`src/hw/rtl/swpd_pkg.sv`:
```
// Shared types and constants for the sync-word packet deframer.
`default_nettype none

package swpd_pkg;

  // Sync word characters, in order of arrival.
  localparam logic [7:0] SYNC_W = 8'h57;
  localparam logic [7:0] SYNC_H = 8'h48;
  localparam logic [7:0] SYNC_O = 8'h4F;
  localparam logic [7:0] SYNC_P = 8'h50;

  localparam int unsigned BYTE_W  = 8;
  localparam int unsigned WORD_W  = 32;
  localparam int unsigned NODE_W  = 8;
  localparam logic [NODE_W-1:0] NODE_ID_RST = '0;

  // One byte handed from the input register to the parser.
  typedef struct packed {
    logic              valid;
    logic [BYTE_W-1:0] rx_byte;
  } swpd_step_t;

  // One parser result, loaded into the output register.
  typedef struct packed {
    logic              valid;
    logic [WORD_W-1:0] frame_word;
    logic              last_frame;
  } swpd_res_t;

endpackage

`default_nettype wire

```
`src/hw/rtl/swpd_in_reg.sv`:
```
// Input register stage that holds one received byte until the parser takes it.
`default_nettype none

module swpd_in_reg
  import swpd_pkg::*;
(
  input  wire logic              clk,
  input  wire logic              rst_n,
  input  wire logic              in_valid,
  output logic                   in_ready,
  input  wire logic [BYTE_W-1:0] in_byte,
  input  wire logic              advance,
  output swpd_step_t             step
);

  logic              valid_r;
  logic              valid_nxt;
  logic [BYTE_W-1:0] byte_r;

  // The stage refills in the same cycle that its byte moves on.
  assign in_ready  = !valid_r || advance;
  assign valid_nxt = in_ready ? in_valid : valid_r;

  always_ff @(posedge clk) begin
    if (!rst_n) begin
      valid_r <= 1'b0;
    end else begin
      valid_r <= valid_nxt;
    end
  end

  // Payload needs no reset.
  always_ff @(posedge clk) begin
    if (in_ready && in_valid) begin
      byte_r <= in_byte;
    end
  end

  assign step.valid   = valid_r && advance;
  assign step.rx_byte = byte_r;

endmodule

`default_nettype wire

```
`src/hw/rtl/swpd_parser.sv`:
```
// Packet parser state machine: sync hunt, destination check, frame count and frame assembly.
`default_nettype none

module swpd_parser
  import swpd_pkg::*;
(
  input  wire logic              clk,
  input  wire logic              rst_n,
  input  wire swpd_step_t        step,
  input  wire logic [NODE_W-1:0] own_node_id,
  output swpd_res_t              res
);

  typedef enum logic [3:0] {
    ST_HUNT  = 4'd0,
    ST_H     = 4'd1,
    ST_O1    = 4'd2,
    ST_O2    = 4'd3,
    ST_P     = 4'd4,
    ST_DEST  = 4'd5,
    ST_COUNT = 4'd6,
    ST_B1    = 4'd7,
    ST_B2    = 4'd8,
    ST_B3    = 4'd9,
    ST_B4    = 4'd10
  } state_t;

  state_t            state_r;
  state_t            state_nxt;
  logic [7:0]        frames_r;
  logic [7:0]        frames_nxt;
  logic [23:0]       partial_r;
  logic [23:0]       partial_nxt;
  logic              emit;
  logic              last;
  logic [BYTE_W-1:0] b;

  assign b    = step.rx_byte;
  assign last = (frames_r <= 8'd1);

  // Next-state decode for one byte.
  always_comb begin
    state_nxt   = state_r;
    frames_nxt  = frames_r;
    partial_nxt = partial_r;
    emit        = 1'b0;
    unique case (state_r)
      ST_H:     state_nxt = (b == SYNC_H) ? ST_O1 : ST_HUNT;
      ST_O1:    state_nxt = (b == SYNC_O) ? ST_O2 : ST_HUNT;
      ST_O2:    state_nxt = (b == SYNC_O) ? ST_P : ST_HUNT;
      ST_P:     state_nxt = (b == SYNC_P) ? ST_DEST : ST_HUNT;
      ST_DEST:  state_nxt = (b == own_node_id) ? ST_COUNT : ST_HUNT;
      ST_COUNT: begin
        if (b != '0) begin
          frames_nxt = b;
          state_nxt  = ST_B1;
        end else begin
          state_nxt = ST_HUNT;
        end
      end
      ST_B1: begin
        partial_nxt[23:16] = b;
        state_nxt          = ST_B2;
      end
      ST_B2: begin
        partial_nxt[15:8] = b;
        state_nxt         = ST_B3;
      end
      ST_B3: begin
        partial_nxt[7:0] = b;
        state_nxt        = ST_B4;
      end
      ST_B4: begin
        emit = 1'b1;
        if (last) begin
          frames_nxt = '0;
          state_nxt  = ST_HUNT;
        end else begin
          frames_nxt = frames_r - 8'd1;
          state_nxt  = ST_B1;
        end
      end
      // Hunt state; unused codes behave the same way.
      default:  state_nxt = (b == SYNC_W) ? ST_H : ST_HUNT;
    endcase
  end

  // State and counters advance only when a byte is taken.
  always_ff @(posedge clk) begin
    if (!rst_n) begin
      state_r  <= ST_HUNT;
      frames_r <= '0;
    end else if (step.valid) begin
      state_r  <= state_nxt;
      frames_r <= frames_nxt;
    end
  end

  always_ff @(posedge clk) begin
    if (step.valid) begin
      partial_r <= partial_nxt;
    end
  end

  assign res.valid      = step.valid && emit;
  assign res.frame_word = {partial_r, b};
  assign res.last_frame = last;

  // While frame bytes are gathered, at least one frame is still owed.
  a_frames_nonzero: assert property (@(posedge clk) disable iff (!rst_n)
    (state_r == ST_B1 || state_r == ST_B2 || state_r == ST_B3 || state_r == ST_B4)
      |-> frames_r != 8'd0)
    else $error("frame count is zero during frame assembly");

  // The last frame of a packet returns the parser to the hunt.
  a_last_to_hunt: assert property (@(posedge clk) disable iff (!rst_n)
    (res.valid && res.last_frame) |=> (state_r == ST_HUNT && frames_r == 8'd0))
    else $error("parser did not return to hunt after last frame");

  // A result that is not the last one leads into the next frame.
  a_more_to_b1: assert property (@(posedge clk) disable iff (!rst_n)
    (res.valid && !res.last_frame) |=> (state_r == ST_B1 && frames_r == $past(frames_r) - 8'd1))
    else $error("parser did not start the next frame");

endmodule

`default_nettype wire

```
`src/hw/rtl/swpd_out_reg.sv`:
```
// Output register that holds one frame word until the downstream side takes it.
`default_nettype none

module swpd_out_reg
  import swpd_pkg::*;
(
  input  wire logic              clk,
  input  wire logic              rst_n,
  input  wire swpd_res_t         res,
  output logic                   advance,
  output logic                   out_valid,
  input  wire logic              out_ready,
  output logic [WORD_W-1:0]      out_word,
  output logic                   out_last
);

  logic              valid_r;
  logic              valid_nxt;
  logic [WORD_W-1:0] word_r;
  logic              last_r;

  // The register can load whenever it is empty or being drained.
  assign advance   = !valid_r || out_ready;
  assign valid_nxt = advance ? res.valid : valid_r;

  always_ff @(posedge clk) begin
    if (!rst_n) begin
      valid_r <= 1'b0;
    end else begin
      valid_r <= valid_nxt;
    end
  end

  always_ff @(posedge clk) begin
    if (advance && res.valid) begin
      word_r <= res.frame_word;
      last_r <= res.last_frame;
    end
  end

  assign out_valid = valid_r;
  assign out_word  = word_r;
  assign out_last  = last_r;

endmodule

`default_nettype wire

```
`src/hw/rtl/sync_word_packet_deframer_core.sv`:
```
// A frame word reaches the output via the input register and then the output register.
// Throughput: one byte per cycle unless the output stalls; stages refill as they drain.
// The parse state machine decides each byte combinationally between input and output registers.
// Reset (rst_n, synchronous, active low) empties both stages, sends the parser to the
// sync hunt, clears the frame count and sets the own node id to zero.
`default_nettype none

module sync_word_packet_deframer_core
  import swpd_pkg::*;
(
  input  wire logic              clk,
  input  wire logic              rst_n,
  // Received byte stream.
  input  wire logic              in_tvalid,
  output logic                   in_tready,
  input  wire logic [7:0]        in_tdata,   // [7:0] rx_byte
  // Frame word stream.
  output logic                   out_tvalid,
  input  wire logic              out_tready,
  output logic [31:0]            out_tdata,  // [31:0] frame_word
  output logic                   out_tlast,  // last_frame
  // Own node id write channel.
  input  wire logic              cfg_valid,
  output logic                   cfg_ready,
  input  wire logic [NODE_W-1:0] cfg_data    // [7:0] own_node_id
);

  logic [NODE_W-1:0] own_node_id_r;
  logic              advance;
  swpd_step_t        step;
  swpd_res_t         res;

  // The configuration register takes every transfer.
  assign cfg_ready = 1'b1;

  always_ff @(posedge clk) begin
    if (!rst_n) begin
      own_node_id_r <= NODE_ID_RST;
    end else if (cfg_valid && cfg_ready) begin
      own_node_id_r <= cfg_data;
    end
  end

  swpd_in_reg u_in_reg (
    .clk      (clk),
    .rst_n    (rst_n),
    .in_valid (in_tvalid),
    .in_ready (in_tready),
    .in_byte  (in_tdata),
    .advance  (advance),
    .step     (step)
  );

  swpd_parser u_parser (
    .clk         (clk),
    .rst_n       (rst_n),
    .step        (step),
    .own_node_id (own_node_id_r),
    .res         (res)
  );

  swpd_out_reg u_out_reg (
    .clk       (clk),
    .rst_n     (rst_n),
    .res       (res),
    .advance   (advance),
    .out_valid (out_tvalid),
    .out_ready (out_tready),
    .out_word  (out_tdata),
    .out_last  (out_tlast)
  );

  // A full output register that is stalled blocks the parser.
  a_stall_blocks_step: assert property (@(posedge clk) disable iff (!rst_n)
    (out_tvalid && !out_tready) |-> !step.valid)
    else $error("parser stepped while output was stalled");

  // Input back-pressure only comes from a stalled output.
  a_ready_cause: assert property (@(posedge clk) disable iff (!rst_n)
    !in_tready |-> (out_tvalid && !out_tready))
    else $error("input stalled without output back-pressure");

  // A result only appears after a parser step.
  a_result_from_step: assert property (@(posedge clk) disable iff (!rst_n)
    $rose(out_tvalid) |-> $past(step.valid))
    else $error("output valid without a parser step");

endmodule

`default_nettype wire
```
`config.mk`:
```
export PLATFORM = sky130hd
export DESIGN_NAME = sync_word_packet_deframer_core
export DESIGN_NICKNAME = d
export VERILOG_FILES = /design/src/hw/rtl/swpd_pkg.sv /design/src/hw/rtl/swpd_in_reg.sv /design/src/hw/rtl/swpd_parser.sv /design/src/hw/rtl/swpd_out_reg.sv /design/src/hw/rtl/sync_word_packet_deframer_core.sv
export SDC_FILE = /design/constraint.sdc
export NUM_CORES = 1
export LEC_CHECK = 0
export BUFFER_PORTS_ARGS = -buffer_cell sky130_fd_sc_hd__buf_2
export CORE_AREA = 2 2 96 98
export DETAILED_ROUTE_END_ITERATION = 10
export DIE_AREA = 0 0 98 100
export SLEW_MARGIN = 20
export SYNTH_ARGS = -nofsm -noshare
export SYNTH_HDL_FRONTEND = slang
export SYNTH_SLANG_ARGS = --single-unit
```
`constraint.sdc`:
```
create_clock -name clk -period 3.9 [get_ports clk]
set_input_delay 0.195 -clock clk [delete_from_list [all_inputs] [get_ports clk]]
set_output_delay 0.195 -clock clk [all_outputs]
set_load 0.01 [all_outputs]
```
==> results_tabular.tex <==
\begin{tabular}{lr}
\hline
Metric & Value \\
\hline
\multicolumn{2}{l}{\textbf{Route}} \\
\quad Number of DRC markers after the initial detailed-route iteration & 112 \\
\quad Number of design rule violations left after detail routing & 0 \\
\quad Routed len/inst & 15.4 um \\
\quad Detailed-route via count & 2204 \\
\quad DRT antenna net count & 0 \\
\quad WL final & 6530 um \\
\quad Per-cell via count in the routed design & 5.21 \\
\quad Number of detailed-route iterations in the first pass & 4 \\
\multicolumn{2}{l}{\textbf{Worst hold path}} \\
\quad Worst min-delay path class & input pin to flip-flop \\
\multicolumn{2}{l}{\textbf{Synth}} \\
\quad Yosys synthesis warning count & 0 \\
\quad Post-synthesis register bit count & 87 \\
\quad Mapped Nets & 270 \\
\quad Yosys cell types & 49 \\
\quad Post-Synthesis Cell Area & 0.00344 mm2 \\
\quad Avg Inst Size Synth & 13.9 um2 \\
\quad Post-synthesis instance total & 247 \\
\quad Sequential area share after synthesis & 0.696 \\
\quad Cells taking the most area after synthesis & edfxtp\_1 57\%, dfxtp\_1 13\%, mux2i\_1 2.3\% \\
\quad Most area-hungry cell type in the Yosys netlist & edfxtp\_1 \\
\quad Top\_reg\_cell synth & edfxtp\_1 \\
\quad Post-synth top area share & 0.568 \\
\quad Number of flops mapped to enable cells by yosys & 65 \\
\quad Share of flip-flops with an asynchronous set or reset after synthesis & 0 \\
\multicolumn{2}{l}{\textbf{Timing}} \\
\quad Slew @ Worst Pin & 0.852 ns \\
\quad Sum Neg Setup Slack & 0 ns \\
\quad Max Transition Viols Final & 0 \\
\quad RSZ-0062 raised after global routing & false \\
\quad Worst slew slack as a fraction of its limit & 0.430 \\
\quad Fmax achieved & 441 MHz \\
\quad Clock Skews & 0.0113 ns \\
\quad \# setup viols final & 0 \\
\quad Shortest period the worst path allows & 2.27 ns \\
\quad Crit share post-route & 0.582 \\
\quad Hold violation count in the final report & 0 \\
\multicolumn{2}{l}{\textbf{CTS}} \\
\quad CTS Buffer Depth & 2 \\
\quad Clock latency at the later pin of the worst-skew pair & 0.35 ns \\
\quad Clock tree from TritonCTS & built \\
\quad Number of buffers added to fix hold violations after cts & 1 \\
\quad Clk Tree Root Cell & clkbuf\_8 \\
\quad Post-CTS setup buffer count & 0 \\
\quad Clock buffers created by TritonCTS & 9 \\
\quad \# clock sinks & 87 \\
\quad Number of gates resized after cts & 0 \\
\quad Clock H-tree levels & 3 \\
\quad Clock transition at the register clock pins on the worst setup and hold paths after CTS & 0.10 ns \\
\multicolumn{2}{l}{\textbf{Critical path}} \\
\quad Worst-path maximum fanout & 15 \\
\quad Worst Setup End Kind & flip-flop \\
\quad Arrival time at the worst endpoint & 2.51 ns \\
\quad Critical Path RT & 4.14 ns \\
\quad Category of the most critical setup path & flip-flop to flip-flop \\
\quad Sort of element at the start of the critical path & flip-flop \\
\quad Register-to-register path setup slack & 1.63 ns \\
\multicolumn{2}{l}{\textbf{Floorplanning}} \\
\quad Number of core rows & 35 \\
\quad Area of the die & 0.00980 mm2 \\
\quad Core box area & 0.00889 mm2 \\
\quad Initial standard-cell utilization of the core & 0.387 \\
\quad Die outline width & 98 um \\
\quad Y dimension of the die & 100 um \\
\quad I/O pin cnt & 57 \\
\multicolumn{2}{l}{\textbf{Final layout}} \\
\quad Final cell count without fillers & 423 \\
\quad Number of nets in the layout & 330 \\
\quad Layout-stage area growth over the synthesis result & 17.0\% \\
\quad Count of antenna diodes in the layout & 0 \\
\quad Fraction of layout instances using a drive strength above 1 & 0.260 \\
\multicolumn{2}{l}{\textbf{Global routing}} \\
\quad Initial antenna violation count & 0 \\
\quad Via count of the first global-routing pass & 2029 \\
\quad Grt ovf & 0 \\
\quad Pin count of the biggest net entering global routing & 34 \\
\quad Global-route wire length before repair & 10500 um \\
\quad Overall fraction of global-route tracks in use & 0.139 \\
\multicolumn{2}{l}{\textbf{Placed design}} \\
\quad Routability Congestion & 0.943 \\
\quad Total placed cells including tap cells & 405 \\
\quad Port Buffers & 55 \\
\quad HPWL after DPL & 4510 um \\
\multicolumn{2}{l}{\textbf{Power}} \\
\quad IR drop worst, VDD & 146 uV \\
\quad Cell leakage power & 0.00145 uW \\
\quad Pwr/cell area & 427 mW/mm2 \\
\multicolumn{2}{l}{\textbf{Outcome}} \\
\quad Status & complete, no violations \\
\multicolumn{2}{l}{\textbf{Job}} \\
\quad Maximum Capacitance Violations & 0 \\
\hline
\end{tabular}
registers in the layout, summed over array words and instances, names as in the netlist:
| signal | flops |
|---|---|
| own_node_id_r | 8 |
| u_in_reg.byte_r | 8 |
| u_in_reg.valid_r | 1 |
| u_out_reg.out_last | 1 |
| u_out_reg.out_valid | 1 |
| u_out_reg.out_word | 32 |
| u_parser.frames_r | 8 |
| u_parser.partial_r | 24 |
| u_parser.state_r | 4 |
layout make-up:
cell class	count	area (um2)
fillers	793	4870
flip-flops and latches	87	2390
multi-input cells	144	957
repair buffers	59	310
well taps	111	139
clock buffers	9	124
clock inverters	7	76.3
inverters	6	22.5
worst paths after layout:
path | to | startpoint | cells past startpoint
worst max-delay path | u_parser.frames_r[6] | u_parser.state_r[1] | 4
worst min-delay path | u_in_reg.byte_r[7] | in_tdata[7] | 1
worst max register to register | u_parser.frames_r[6] | u_parser.state_r[1] | 4
worst min register to register | u_out_reg.out_word[22] | u_parser.partial_r[14] | 0
where the power goes:
part	internal (uW)	total [uW]	switching (uW)
Clock	304	636	332
Combinational	27.6	52.0	24.4
Sequential	1000	1030	24.4
layout by cell type (no fill, tap or decap), types with 5 or more instances in the layout:
cell	netlist	final
nor2_1	15	15
nand3_1	9	9
nand2_1	21	21
buf_2	0	55
inv_1	6	6
nor2b_1	8	8
xnor2_1	8	8
o21ai_0	5	5
dfxtp_1	22	22
edfxtp_1	65	65
o31ai_1	6	6
mux2i_1	8	8
nor3_1	7	6
clkbuf_8	3	9
Yosys cell counts (5+ instances only):
master / n
nand2_1: 21
clkbuf_1: 6
nor3_1: 7
edfxtp_1: 65
inv_1: 6
xnor2_1: 8
o21ai_0: 5
dfxtp_1: 22
nand3_1: 9
nor2b_1: 8
mux2i_1: 8
nor2_1: 15
o31ai_1: 6
per-layer routing:
layer / vias to the layer above / part of all wire / wire length, um / GRT usage
met5: - / 0 / 0 / 0
met4: 0 / 0.016 / 106 / 0.0513
met2: 87 / 0.46 / 3000 / 0.217
li1: 1053 / - / - / -
met1: 1052 / 0.46 / 2980 / 0.186
met3: 12 / 0.068 / 447 / 0.0383
per-stage QoR:
stage / utilization / worst slack (ns) / cell area [um2] / hold slack, ns / total power [uW]
2_1_floorplan: - / 1.89 / 3440 / 0.294 / 1070
3_3_place_gp: 0.427 / 1.71 / 3800 / 0.374 / 1100
3_5_place_dp: 0.427 / 1.68 / 3800 / 0.376 / 1100
4_1_cts: 0.451 / 1.66 / 4010 / 0.00671 / 1740
5_1_grt: 0.452 / 1.39 / 4020 / 0.000280 / 1780
6_report: 0.452 / 1.63 / 4020 / 0.0188 / 1720
cell families (layout without fill, tap and decap cells):
group,count (synthesis),count (layout),share of synthesized area
xor gates and xnor gates,8,8,0.0204
adders and majority gates,2,2,0.00728
and+or+nand+nor,88,88,0.140
AOI/OAI and AO/OA,37,37,0.0848
buffers and inverters,16,81,0.0273
DFF,87,87,0.696
muxes,8,8,0.0233
other,1,1,0.00109
critical path, cell delays in order, from the launching register on:
cell,delay [ns]
dfxtp_1,0.54
nand4bb_1,0.53
a21oi_1,0.67
o21ai_0,0.17
a31o_1,0.25
Note: power is estimated with default switching activity, not from simulation.
